===== src/hdl/tsst_pkg.sv =====
package tsst_pkg;

  localparam int unsigned SLOT_W  = 10;
  localparam int unsigned VALUE_W = 32;
  localparam int unsigned BOUND_W = SLOT_W + 2;

  // x / 3 == (x * THIRD_RECIP) >> THIRD_SHIFT for every x below 2**SLOT_W
  localparam int unsigned THIRD_RECIP = 683;
  localparam int unsigned THIRD_SHIFT = 11;
  localparam int unsigned THIRD_W     = SLOT_W - 1;
  localparam int unsigned PROD_W      = 2 * SLOT_W;

  localparam logic KIND_LOAD   = 1'b0;
  localparam logic KIND_SEARCH = 1'b1;

  typedef enum logic [1:0] {
    ST_IDLE,
    ST_PROBE,
    ST_CMP,
    ST_DONE
  } tsst_state_e;

  typedef struct packed {
    logic              found;
    logic [SLOT_W-1:0] match_slot;
  } tsst_result_t;

endpackage


===== src/hdl/tsst_search.sv =====
module tsst_search #(
  parameter int unsigned STORE_DEPTH = 1024,
  parameter int unsigned WORD_WIDTH  = 32,
  parameter int unsigned AW          = $clog2(STORE_DEPTH)
) (
  input  logic                               clk_i,
  input  logic                               rst_ni,
  input  logic                               start_i,
  input  logic [tsst_pkg::SLOT_W-1:0]        lo_i,
  input  logic [tsst_pkg::SLOT_W-1:0]        hi_i,
  input  logic signed [WORD_WIDTH-1:0]       key_i,
  output logic                               rd_en_o,
  output logic [AW-1:0]                      rd_addr1_o,
  output logic [AW-1:0]                      rd_addr2_o,
  input  logic signed [WORD_WIDTH-1:0]       rd_data1_i,
  input  logic signed [WORD_WIDTH-1:0]       rd_data2_i,
  output logic                               busy_o,
  output logic                               res_valid_o,
  input  logic                               res_ready_i,
  output tsst_pkg::tsst_result_t             res_o
);

  localparam int unsigned SW = tsst_pkg::SLOT_W;
  localparam int unsigned BW = tsst_pkg::BOUND_W;

  tsst_pkg::tsst_state_e state_q, state_d;

  logic signed [BW-1:0]         lo_q, lo_d, hi_q, hi_d;
  logic        [SW-1:0]         mid1_q, mid1_d, mid2_q, mid2_d;
  logic                         oob1_q, oob1_d, oob2_q, oob2_d;
  logic signed [WORD_WIDTH-1:0] key_q, key_d;
  tsst_pkg::tsst_result_t       res_q, res_d;

  logic [SW-1:0]                 diff;
  logic [tsst_pkg::PROD_W-1:0]   prod;
  logic [tsst_pkg::THIRD_W-1:0]  third;
  logic [SW-1:0]                 m1, m2;
  logic signed [WORD_WIDTH-1:0]  w1, w2;
  logic signed [BW-1:0]          nlo, nhi;

  always_comb begin
    diff  = SW'(hi_q - lo_q);
    prod  = tsst_pkg::PROD_W'(diff) * tsst_pkg::PROD_W'(tsst_pkg::THIRD_RECIP);
    third = prod[tsst_pkg::THIRD_SHIFT +: tsst_pkg::THIRD_W];
    m1    = lo_q[SW-1:0] + SW'(third);
    m2    = hi_q[SW-1:0] - SW'(third);
    w1    = oob1_q ? '0 : rd_data1_i;
    w2    = oob2_q ? '0 : rd_data2_i;
  end

  always_comb begin
    state_d    = state_q;
    lo_d       = lo_q;
    hi_d       = hi_q;
    mid1_d     = mid1_q;
    mid2_d     = mid2_q;
    oob1_d     = oob1_q;
    oob2_d     = oob2_q;
    key_d      = key_q;
    res_d      = res_q;
    nlo        = lo_q;
    nhi        = hi_q;
    rd_en_o    = 1'b0;
    rd_addr1_o = AW'(m1);
    rd_addr2_o = AW'(m2);
    busy_o     = 1'b1;
    res_valid_o = 1'b0;
    unique case (state_q)
      tsst_pkg::ST_IDLE: begin
        busy_o = 1'b0;
        if (start_i) begin
          lo_d  = BW'(lo_i);
          hi_d  = BW'(hi_i);
          key_d = key_i;
          res_d = '0;
          state_d = (hi_i >= lo_i) ? tsst_pkg::ST_PROBE : tsst_pkg::ST_DONE;
        end
      end
      tsst_pkg::ST_PROBE: begin
        rd_en_o = 1'b1;
        mid1_d  = m1;
        mid2_d  = m2;
        oob1_d  = 32'(m1) >= STORE_DEPTH;
        oob2_d  = 32'(m2) >= STORE_DEPTH;
        state_d = tsst_pkg::ST_CMP;
      end
      tsst_pkg::ST_CMP: begin
        priority if (w1 == key_q) begin
          res_d   = '{found: 1'b1, match_slot: mid1_q};
          state_d = tsst_pkg::ST_DONE;
        end else if (w2 == key_q) begin
          res_d   = '{found: 1'b1, match_slot: mid2_q};
          state_d = tsst_pkg::ST_DONE;
        end else begin
          priority if (key_q < w1) begin
            nhi = $signed(BW'(mid1_q)) - BW'(1);
          end else if (key_q > w2) begin
            nlo = $signed(BW'(mid2_q)) + BW'(1);
          end else begin
            nlo = $signed(BW'(mid1_q)) + BW'(1);
            nhi = $signed(BW'(mid2_q)) - BW'(1);
          end
          lo_d    = nlo;
          hi_d    = nhi;
          state_d = (nhi < nlo) ? tsst_pkg::ST_DONE : tsst_pkg::ST_PROBE;
        end
      end
      tsst_pkg::ST_DONE: begin
        res_valid_o = 1'b1;
        if (res_ready_i) begin
          state_d = tsst_pkg::ST_IDLE;
        end
      end
      default: state_d = tsst_pkg::ST_IDLE;
    endcase
  end

  assign res_o = res_q;

  always_ff @(posedge clk_i or negedge rst_ni) begin
    if (!rst_ni) begin
      state_q <= tsst_pkg::ST_IDLE;
    end else begin
      state_q <= state_d;
    end
  end

  always_ff @(posedge clk_i) begin
    lo_q   <= lo_d;
    hi_q   <= hi_d;
    mid1_q <= mid1_d;
    mid2_q <= mid2_d;
    oob1_q <= oob1_d;
    oob2_q <= oob2_d;
    key_q  <= key_d;
    res_q  <= res_d;
  end

  // probes stay inside the live range
  a_mids_in_range: assert property (@(posedge clk_i) disable iff (!rst_ni)
    state_q == tsst_pkg::ST_CMP |->
      ($signed(BW'(mid1_q)) >= lo_q) && (mid1_q <= mid2_q) && ($signed(BW'(mid2_q)) <= hi_q))
    else $error("probe points outside search range");

  // every round strictly narrows the range
  a_range_shrinks: assert property (@(posedge clk_i) disable iff (!rst_ni)
    (state_q == tsst_pkg::ST_CMP && state_d == tsst_pkg::ST_PROBE) |->
      ((hi_d - lo_d) < (hi_q - lo_q)))
    else $error("search range did not narrow");

  a_miss_slot_zero: assert property (@(posedge clk_i) disable iff (!rst_ni)
    (res_valid_o && !res_q.found) |-> (res_q.match_slot == '0))
    else $error("miss result carries nonzero slot");

  a_start_only_idle: assert property (@(posedge clk_i) disable iff (!rst_ni)
    (state_q != tsst_pkg::ST_IDLE) |=> (state_q != tsst_pkg::ST_IDLE) || $past(res_ready_i))
    else $error("search left busy state without result transfer");

endmodule


===== config.mk =====
export PLATFORM = sky130hd
export DESIGN_NAME = tsst_search
export DESIGN_NICKNAME = d
export VERILOG_FILES = /design/src/hdl/tsst_pkg.sv /design/src/hdl/tsst_search.sv
export SDC_FILE = /design/constraint.sdc
export NUM_CORES = 1
export LEC_CHECK = 0
export ABC_CLOCK_PERIOD_IN_PS = 27100
export BUFFER_PORTS_ARGS = -buffer_cell sky130_fd_sc_hd__buf_2
export CORE_ASPECT_RATIO = 1.25
export CORE_UTILIZATION = 45
export CTS_CLUSTER_SIZE = 40
export DETAILED_ROUTE_END_ITERATION = 7
export GPL_ROUTABILITY_DRIVEN = 0
export HOLD_SLACK_MARGIN = 0.03
export PLACE_DENSITY = 0.73
export SLEW_MARGIN = 25
export SYNTH_ARGS = -nofsm -noshare
export SYNTH_HDL_FRONTEND = slang
export SYNTH_SLANG_ARGS = --single-unit

===== constraint.sdc =====
create_clock -name clk_i -period 27.1 [get_ports clk_i]
set_input_delay 5.42 -clock clk_i [delete_from_list [all_inputs] [get_ports clk_i]]
set_output_delay 5.42 -clock clk_i [all_outputs]
set_load 0.1 [all_outputs]

==> run_results.csv, run 1 <==
group,metric,value,unit
run_status,outcome,"finished clean",
routing,routedWlPerCell,16.4,um
setup_path,worstPathMaxFanout,5,
setup_path,crit_type,"register to output pin",
worst_hold_path,worst_hold_path_type,"register to register",
flow_run,cap_violations,0,
yosys,ys_seq_area_frac,0.285,
global_routing,grt_pass1_wl,36800,um
die,initial_core_util,0.461,
routing,via_count,7591,
cells_and_area,finalNonFillerCells,1414,
clock_network,cts-resized-gates,0,
routing,drcViolationCount,0,
routing,avgViaCountPerCell,5.37,
yosys,synthSimpleGateAreaFrac,0.128,
placement,post-place-cells,1398,
timing,max-slew-margin-rel,0.469,
timing,rsz0062_at_grt,"false",
global_routing,first_global_vias,7749,
yosys,synth_nets,1314,
yosys,synth.avg_cell_area,9.38,um2
clock_network,cts.clk_slew.worst_paths,70,ps
global_routing,grt_overflow_total,0,
yosys,synth-xor-area-share,0.0488,
die,die_w,131,um
yosys,ys.flop_type,"edfxtp_1",
timing,finClkSkew,13.0,ps
cells_and_area,diodes,0,
yosys,netlist_area,9330,um2
clock_network,clock_latency,350,ps
clock_network,tritoncts,"yes",
timing,worst_pin_slew,796,ps
cells_and_area,nFillCells,1875,
setup_path,crit_required,21680,ps
yosys,yosysWarnings,0,
cells_and_area,drive_gt1_frac,0.176,
yosys,synth_top_family_by_area,"adder cells",
yosys,muxShareOfSynthArea,0.0425,
timing,setup-tns-final,0,ps
yosys,ys_ff_latch,89,
yosys,synthAdderAreaFrac,0.286,
clock_network,clock_sinks,89,
yosys,synth_compound_area_frac,0.132,
yosys,async_reset_ff_frac,0.0225,
yosys,synth_edf_count,87,
timing,slew_violations,0,
routing,routed_wl,23200,um
yosys,syn_inst,995,
routing,antenna_left,0,
timing,whs,582,ps
timing,finalHoldViolations,0,
routing,dr.pass1.iters,5,
global_routing,grt_start_max_net_pins,35,
die,die_area,21300,um2
die,core,20200,um2
timing,max_freq,66.2,MHz
placement,dp.final_hpwl,19300,um
placement,port_buffers,153,
cells_and_area,nNetsFinal,1458,
die,die_y,163,um
setup_path,slowest_stage,"fa_1",
clock_network,clk_path_buf_depth,2,
routing,drt_iter0_drc,441,
yosys,synth_cell_types,63,
die,num_io_pins,154,
die,rows,58,
timing,setup_viol,0,
clock_network,htree_levels,3,
setup_path,cpPeakStageDelay,540,ps
timing,final.min_clock_period,15100,ps
global_routing,antenna_found_initial,0,
timing,final.period_utilization,0.557,
clock_network,cts_root_buffer,"clkbuf_16",
global_routing,grt.total_usage,0.226,
clock_network,post-cts-setup-buffers,0,
setup_path,crit_arrival,9680,ps
clock_network,cts_inserted_buffers,9,
setup_path,critPathCaptureType,"output pin",
cells_and_area,syn2layout_area_growth,14.5,%
setup_path,startpoint_type,"register",
clock_network,cts_hold_buf,0,
[per-stage QoR]
stage	utilization	setup WS [ps]	area, um2
floorplan	-	11910	9330
global placement	0.512	12590	10400
detailed placement	0.513	12320	10400
CTS	0.528	11890	10700
global route	0.528	11090	10700
finish	0.528	12000	10700
[kinds of logic (layout without fill, tap and decap cells)]
family                   count (synthesis)  after routing
adder cells (fa/ha/maj)                199            199
AND/OR/NAND/NOR                        236            236
buffers and inverters                  189            338
multiplexers                            38             38
flip-flops                              89             89
XOR/XNOR                                52             52
AO/OA/AOI/OAI                          192            192
[final cells by class]
class / count / area, um2 / share of cell area
clock buffer: 9 / 225 / 0.0211
clock inverter: 7 / 78.8 / 0.00738
inverter: 164 / 616 / 0.0576
multi-input combinational: 717 / 5960 / 0.558
sequential: 89 / 2660 / 0.249
tap: 270 / 338 / 0.0316
timing repair buffer: 158 / 803 / 0.0752
[sequential cells by signal (all words and copies together), names as in the netlist]
signal and flops:
mid2_q 10, mid1_q 10, state_q 2, key_q 32, lo_q 12, res_o 11, hi_q 12
[worst max-delay path, delay by kind of cell (launching register included)]
kind | cells | cell delay, ps
AOI/OAI and AO/OA | 15 | 3150
xor gates and xnor gates | 2 | 930
DFF | 1 | 460
adders and majority gates | 8 | 3030
and+or+nand+nor | 5 | 790
buffers and inverters | 8 | 980
[routing by layer]
metal  vias to the layer above  GRT usage  share of wire
met5                         -          0              0
met1                      3506      0.257           0.41
met4                         0      0.104          0.036
met2                       245      0.411           0.50
met3                        51     0.0301          0.056
li1                       3789          -              -
[layout by cell type, fill, tap and decap left out, types with 6 or more instances in the layout]
master,instances
nand4_1,15
xor2_1,17
clkbuf_16,9
a21o_1,27
mux2_2,9
nand2b_1,6
mux2i_1,28
nor2b_1,10
a211oi_1,7
inv_1,164
o21bai_1,7
xnor2_1,35
buf_2,153
o21ai_0,41
nand2_1,53
and3_1,8
nor2_1,66
o211ai_1,6
edfxtp_1,87
nand3_1,18
and2_1,8
nor4_1,6
a21oi_1,58
fa_1,24
o21a_1,7
ha_1,175
nor3_1,15
[path summary, 6_finish.rpt]
| kind | start | to | slack [ps] | cells past startpoint |
|---|---|---|---|---|
| min | state_q[0] | state_q[0] | 580 | 1 |
| min in group asynchronous | rst_ni | state_q[0] | 4860 | 1 |
| max in group asynchronous | rst_ni | state_q[1] | 22140 | 1 |
| min reg2reg | state_q[0] | state_q[0] | 580 | 1 |
| max reg2reg | lo_q[1] | mid2_q[9] | 18060 | 37 |
| max | lo_q[1] | rd_addr2_o[9] | 12000 | 38 |
[synthesized netlist by cell type, types with 4 or more instances]
cell type | instances | area share
nand2_1 | 53 | 0.021
nand4_1 | 15 | 0.010
a21oi_1 | 58 | 0.031
o21a_1 | 7 | 0.0056
nor4_1 | 6 | 0.0040
edfxtp_1 | 87 | 0.28
nand2b_1 | 6 | 0.0040
nor2_1 | 68 | 0.027
and3_1 | 8 | 0.0054
and4_1 | 4 | 0.0038
a31o_2 | 4 | 0.0038
mux2_2 | 9 | 0.011
a21o_1 | 27 | 0.022
or4_1 | 5 | 0.0040
a211oi_1 | 7 | 0.0056
xor2_1 | 17 | 0.016
inv_1 | 164 | 0.066
xnor2_1 | 35 | 0.033
mux2i_1 | 28 | 0.030
nor2b_1 | 10 | 0.0067
o21ai_0 | 41 | 0.022
nor3_1 | 15 | 0.0080
a21boi_0 | 5 | 0.0040
fa_1 | 24 | 0.051
clkbuf_1 | 18 | 0.0072
nand3_1 | 18 | 0.0097
and2_1 | 8 | 0.0054
a31oi_1 | 6 | 0.0040
ha_1 | 175 | 0.23
o21bai_1 | 8 | 0.0064
a221oi_1 | 4 | 0.0038
o211ai_1 | 6 | 0.0048
Power of run 1 is not shown: default switching activity piles up to over one toggle a cycle in this logic, so the estimate is an artifact.
==> inputs of run 2 (changes only) <==
--- a/config.mk
+++ b/config.mk
@@ -5,7 +5,7 @@
 export SDC_FILE = /design/constraint.sdc
 export NUM_CORES = 1
 export LEC_CHECK = 0
-export ABC_CLOCK_PERIOD_IN_PS = 27100
+export ABC_CLOCK_PERIOD_IN_PS = 12540
 export BUFFER_PORTS_ARGS = -buffer_cell sky130_fd_sc_hd__buf_2
 export CORE_ASPECT_RATIO = 1.25
 export CORE_UTILIZATION = 45
@@ -13,7 +13,7 @@
 export DETAILED_ROUTE_END_ITERATION = 7
 export GPL_ROUTABILITY_DRIVEN = 0
 export HOLD_SLACK_MARGIN = 0.03
-export PLACE_DENSITY = 0.73
+export PLACE_DENSITY = 0.76
 export SLEW_MARGIN = 25
 export SYNTH_ARGS = -nofsm -noshare
 export SYNTH_HDL_FRONTEND = slang
==> constraint.sdc (replaced) <==
create_clock -name clk_i -period 12.54 [get_ports clk_i]
set_input_delay 2.508 -clock clk_i [delete_from_list [all_inputs] [get_ports clk_i]]
set_output_delay 2.508 -clock clk_i [all_outputs]
set_load 0.1 [all_outputs]
==> run 2 against run 1 <==
- critical endpoint unchanged
- critical path depth rose by 1
- core utilization barely moved
- global-route usage rose by 0.094 points
- sequential share of layout area barely moved
- first-iteration DRC count rose by 5.2%
- worst hold slack improved by 2.3 ps
- worst setup slack got worse by 11000 ps
- critical path type unchanged
- final area barely moved
- non-clock buffer count rose by 1
- die area did not move
==> run_results.csv, run 2 (synthesis results as in run 1) <==
group,metric,value,unit
worst_hold_path,worst_hold_path_type,"register to register",
cells_and_area,final_cell_mix,"ha_1, inv_1, buf_2",
routing,drcViolationCount,0,
global_routing,grt.total_usage,0.227,
timing,whs,585,ps
routing,routed_wl,23700,um
die,num_io_pins,154,
routing,via_count,7800,
cells_and_area,nFillCells,1828,
clock_network,htree_levels,3,
placement,placed_cell_area,10400,um2
clock_network,cts.clk_slew.worst_paths,60,ps
setup_path,crit_arrival,9170,ps
clock_network,cts_inserted_buffers,9,
global_routing,first_global_vias,7845,
die,die_area,21300,um2
clock_network,tritoncts,"yes",
clock_network,cts_hold_buf,0,
routing,drt_iter0_drc,464,
cells_and_area,syn2layout_area_growth,14.5,%
setup_path,crit_type,"register to output pin",
cells_and_area,fin_util,0.528,
setup_path,cpPeakStageDelay,520,ps
cells_and_area,largest_reg_flops,32,
setup_path,critPathTopFamily,"compound AO/OA/AOI/OAI gates",
routing,antenna_left,0,
timing,finClkSkew,14.7,ps
cells_and_area,stdcell_area,10700,um2
global_routing,grt_overflow_total,0,
setup_path,critPathCaptureType,"output pin",
flow_run,cap_violations,0,
clock_network,clk_path_buf_depth,2,
routing,routedWlPerCell,16.8,um
setup_path,slowest_stage,"fa_1",
timing,final.min_clock_period,11670,ps
routing,avgViaCountPerCell,5.51,
clock_network,cts_root_buffer,"clkbuf_16",
routing,dr.pass1.iters,8,
setup_path,startpoint_type,"register",
cells_and_area,regArea,2660,um2
setup_path,cp_common_cell,"inv_1",
clock_network,post-cts-setup-buffers,0,
cells_and_area,layout_commonest_cell,"ha_1",
placement,dp.final_hpwl,19500,um
setup_path,worst-path-buf-inv,9,
die,initial_core_util,0.461,
clock_network,cts-resized-gates,0,
die,core,20200,um2
die,die_w,131,um
die,die_y,163,um
global_routing,grt_start_max_net_pins,35,
timing,slew_violations,0,
timing,setup_viol,0,
global_routing,grt_pass1_wl,37200,um
cells_and_area,largest-register,"key_q",
timing,max_freq,85.7,MHz
timing,max-slew-margin-rel,0.443,
setup_path,reg2reg_setup_slack,3830,ps
clock_network,clock_latency,350,ps
cells_and_area,drive_gt1_frac,0.177,
cells_and_area,diodes,0,
setup_path,crit_required,10030,ps
placement,port_buffers,153,
cells_and_area,nNetsFinal,1459,
setup_path,worstPathMaxFanout,5,
timing,finalHoldViolations,0,
global_routing,antenna_found_initial,1,
run_status,outcome,"finished clean",
timing,final.period_utilization,0.931,
timing,worst_pin_slew,835,ps
clock_network,clock_sinks,89,
cells_and_area,multiInputGateArea,5980,um2
die,rows,58,
cells_and_area,top_regs,"key_q: 32 flops, hi_q: 12 flops, lo_q: 12 flops",
-- run 2: changes by cell type in the layout (fill, tap and decap cells not counted), sizes merged --
cell / delta
clkinv: +1
inv: -1
clkbuf: +2
bufinv: -1
-- run 2: area by class of cell --
class                      instances  share of cell area
multi-input combinational        717               0.559
clock buffer                      10              0.0214
inverter                         164              0.0576
sequential                        89               0.249
clock inverter                     6             0.00410
timing repair buffer             159              0.0767
tap                              270              0.0316
-- run 2: through the flow --
stage	setup WS [ps]	setup TNS (ps)	cells
6_report	865	0	1415
5_1_grt	-40.8	-40.8	1415
4_1_cts	543	0	1415
3_5_place_dp	906	0	1399
3_3_place_gp	1240	0	1399
2_1_floorplan	260	0	995
-- run 2: path summary, 6_finish.rpt --
check,depth (start not counted),startpoint,endpoint
worst min register to register,1,state_q[0],state_q[0]
worst min-delay path,1,state_q[0],state_q[0]
worst max-delay path,39,lo_q[1],rd_addr2_o[9]
min in group asynchronous,1,rst_ni,state_q[1]
max in group asynchronous,1,rst_ni,state_q[0]
worst max register to register,38,lo_q[1],mid2_q[9]
-- run 2: metal layers --
layer	vias up	GRT usage	share of wire
li1	3796	-	-
met1	3594	0.256	0.40
met2	329	0.406	0.49
met3	81	0.0341	0.067
met4	0	0.118	0.042
met5	-	0	0
Power of run 2 is left out for the same reason.
==> inputs of run 3 (changes only) <==
--- a/config.mk
+++ b/config.mk
@@ -5,15 +5,15 @@
 export SDC_FILE = /design/constraint.sdc
 export NUM_CORES = 1
 export LEC_CHECK = 0
-export ABC_CLOCK_PERIOD_IN_PS = 12540
+export ABC_CLOCK_PERIOD_IN_PS = 14020
 export BUFFER_PORTS_ARGS = -buffer_cell sky130_fd_sc_hd__buf_2
 export CORE_ASPECT_RATIO = 1.25
-export CORE_UTILIZATION = 45
+export CORE_UTILIZATION = 30
 export CTS_CLUSTER_SIZE = 40
 export DETAILED_ROUTE_END_ITERATION = 7
 export GPL_ROUTABILITY_DRIVEN = 0
 export HOLD_SLACK_MARGIN = 0.03
-export PLACE_DENSITY = 0.76
+export PLACE_DENSITY = 0.55
 export SLEW_MARGIN = 25
 export SYNTH_ARGS = -nofsm -noshare
 export SYNTH_HDL_FRONTEND = slang
==> constraint.sdc (replaced) <==
create_clock -name clk_i -period 14.02 [get_ports clk_i]
set_input_delay 2.804 -clock clk_i [delete_from_list [all_inputs] [get_ports clk_i]]
set_output_delay 2.804 -clock clk_i [all_outputs]
set_load 0.1 [all_outputs]
==> run 3 against run 2 <==
- via count decreased by 4.3%
- non-clock buffer count shrank 2
- clock-buffer cell count increased by 1
- wire length up 6.8%
==> run_results.csv, run 3 (synthesis results as in run 1) <==
group,metric,value,unit
timing,setup_viol,0,
die,die_area,31800,um2
global_routing,antenna_found_initial,0,
timing,final.period_utilization,0.899,
cells_and_area,largest-register,"key_q",
setup_path,critPathCaptureType,"output pin",
global_routing,grt_overflow_total,0,
cells_and_area,final_cell_mix,"ha_1, inv_1, buf_2",
cells_and_area,top_regs,"key_q: 32 flops, hi_q: 12 flops, lo_q: 12 flops",
setup_path,worstPathMaxFanout,5,
worst_hold_path,worst_hold_path_type,"register to register",
clock_network,clock_latency,360,ps
placement,dp.final_hpwl,21300,um
timing,finalHoldViolations,0,
cells_and_area,finalNonFillerCells,1544,
setup_path,crit_required,11220,ps
routing,routed_wl,25300,um
cells_and_area,drive_gt1_frac,0.172,
setup_path,crit_arrival,9800,ps
die,die_w,160,um
clock_network,cts_inserted_buffers,9,
timing,setup-tns-final,0,ps
timing,final.min_clock_period,12610,ps
global_routing,grt_start_max_net_pins,35,
setup_path,cpPeakStageDelay,520,ps
routing,drt_iter0_drc,389,
die,rows,71,
setup_path,rr_endpoint,"mid2_q[9]",
timing,max-slew-margin-rel,0.422,
die,num_io_pins,154,
setup_path,startpoint_type,"register",
routing,routedWlPerCell,16.4,um
clock_network,cts-resized-gates,0,
setup_path,r2r_start,"lo_q[1]",
cells_and_area,syn2layout_area_growth,16.0,%
global_routing,grt_pass1_wl,40300,um
clock_network,post-cts-setup-buffers,0,
routing,dr.pass1.iters,5,
cells_and_area,layout_commonest_cell,"ha_1",
timing,rsz0062_at_grt,"false",
timing,worst_pin_slew,864,ps
cells_and_area,diodes,0,
setup_path,crit_type,"register to output pin",
routing,drcViolationCount,0,
routing,antenna_left,0,
cells_and_area,largest_reg_flops,32,
flow_run,cap_violations,0,
clock_network,tritoncts,"yes",
global_routing,first_global_vias,7671,
worst_hold_path,min_delay_worst_endpoint,"lo_q[11]",
clock_network,htree_levels,3,
cells_and_area,nNetsFinal,1457,
die,initial_core_util,0.307,
placement,post-place-cells,1528,
clock_network,clock_sinks,89,
timing,finClkSkew,13.0,ps
clock_network,cts_hold_buf,0,
timing,max_freq,79.3,MHz
placement,port_buffers,153,
routing,via_count,7465,
run_status,outcome,"finished clean",
worst_hold_path,hp-start,"lo_q[11]",
setup_path,reg2reg_setup_slack,4870,ps
die,die_y,199,um
routing,avgViaCountPerCell,4.83,
timing,slew_violations,0,
clock_network,clk_path_buf_depth,2,
global_routing,grt.total_usage,0.164,
die,core,30400,um2
setup_path,worst_r2r_path_depth,37,
worst_hold_path,min_path_cells,2,
clock_network,cts_root_buffer,"clkbuf_16",
setup_path,slowest_stage,"fa_1",
clock_network,cts.clk_slew.worst_paths,60,ps
==> run 3: critical path: cells and delay by family, from the launching register on <==
| kind | cells | cell delay, ps |
|---|---|---|
| DFF | 1 | 450 |
| adders and majority gates | 8 | 3010 |
| and+or+nand+nor | 5 | 790 |
| AOI/OAI and AO/OA | 15 | 3270 |
| xor gates and xnor gates | 2 | 930 |
| buffers and inverters | 8 | 980 |
==> run 3: how the worst max path moves through the flow <==
| stage | start | slack (ps) | cells past startpoint | end |
|---|---|---|---|---|
| final | lo_q[1] | 1410 | 38 | rd_addr2_o[9] |
| after global routing | lo_q[1] | 470 | 38 | rd_addr2_o[9] |
| after CTS | lo_q[1] | 1340 | 38 | rd_addr2_o[9] |
| after detailed placement | lo_q[1] | 1720 | 38 | rd_addr2_o[9] |
| after global placement | lo_q[1] | 2010 | 38 | rd_addr2_o[9] |
| after floorplan | lo_q[1] | 1440 | 37 | rd_addr2_o[9] |
==> run 3: final cells by class <==
class,instances,area [um2]
clock inverter,5,55.1
timing repair buffer,157,796
inverter,164,616
clock buffer,11,233
tap,401,502
sequential,89,2660
fill,3167,19600
multi-input combinational,717,5970
==> run 3: per-layer routing <==
metal | share of wire | track usage | up-vias | routed length [um]
met4 | 0.030 | 0.0670 | 0 | 759
met2 | 0.49 | 0.295 | 188 | 12500
met1 | 0.44 | 0.197 | 3459 | 11100
met3 | 0.041 | 0.0197 | 32 | 1040
li1 | - | - | 3786 | -
met5 | 0 | 0 | - | 0
==> run 3: per-stage QoR <==
stage	hold WS [ps]	utilization	instance area (um2)	worst slack, ps
3_3_place_gp	580	0.347	10500	2010
4_1_cts	601	0.356	10800	1340
2_1_floorplan	513	-	9330	1440
6_report	590	0.356	10800	1410
3_5_place_dp	586	0.347	10500	1720
5_1_grt	663	0.356	10800	467
Power of run 3 is left out for the same reason.
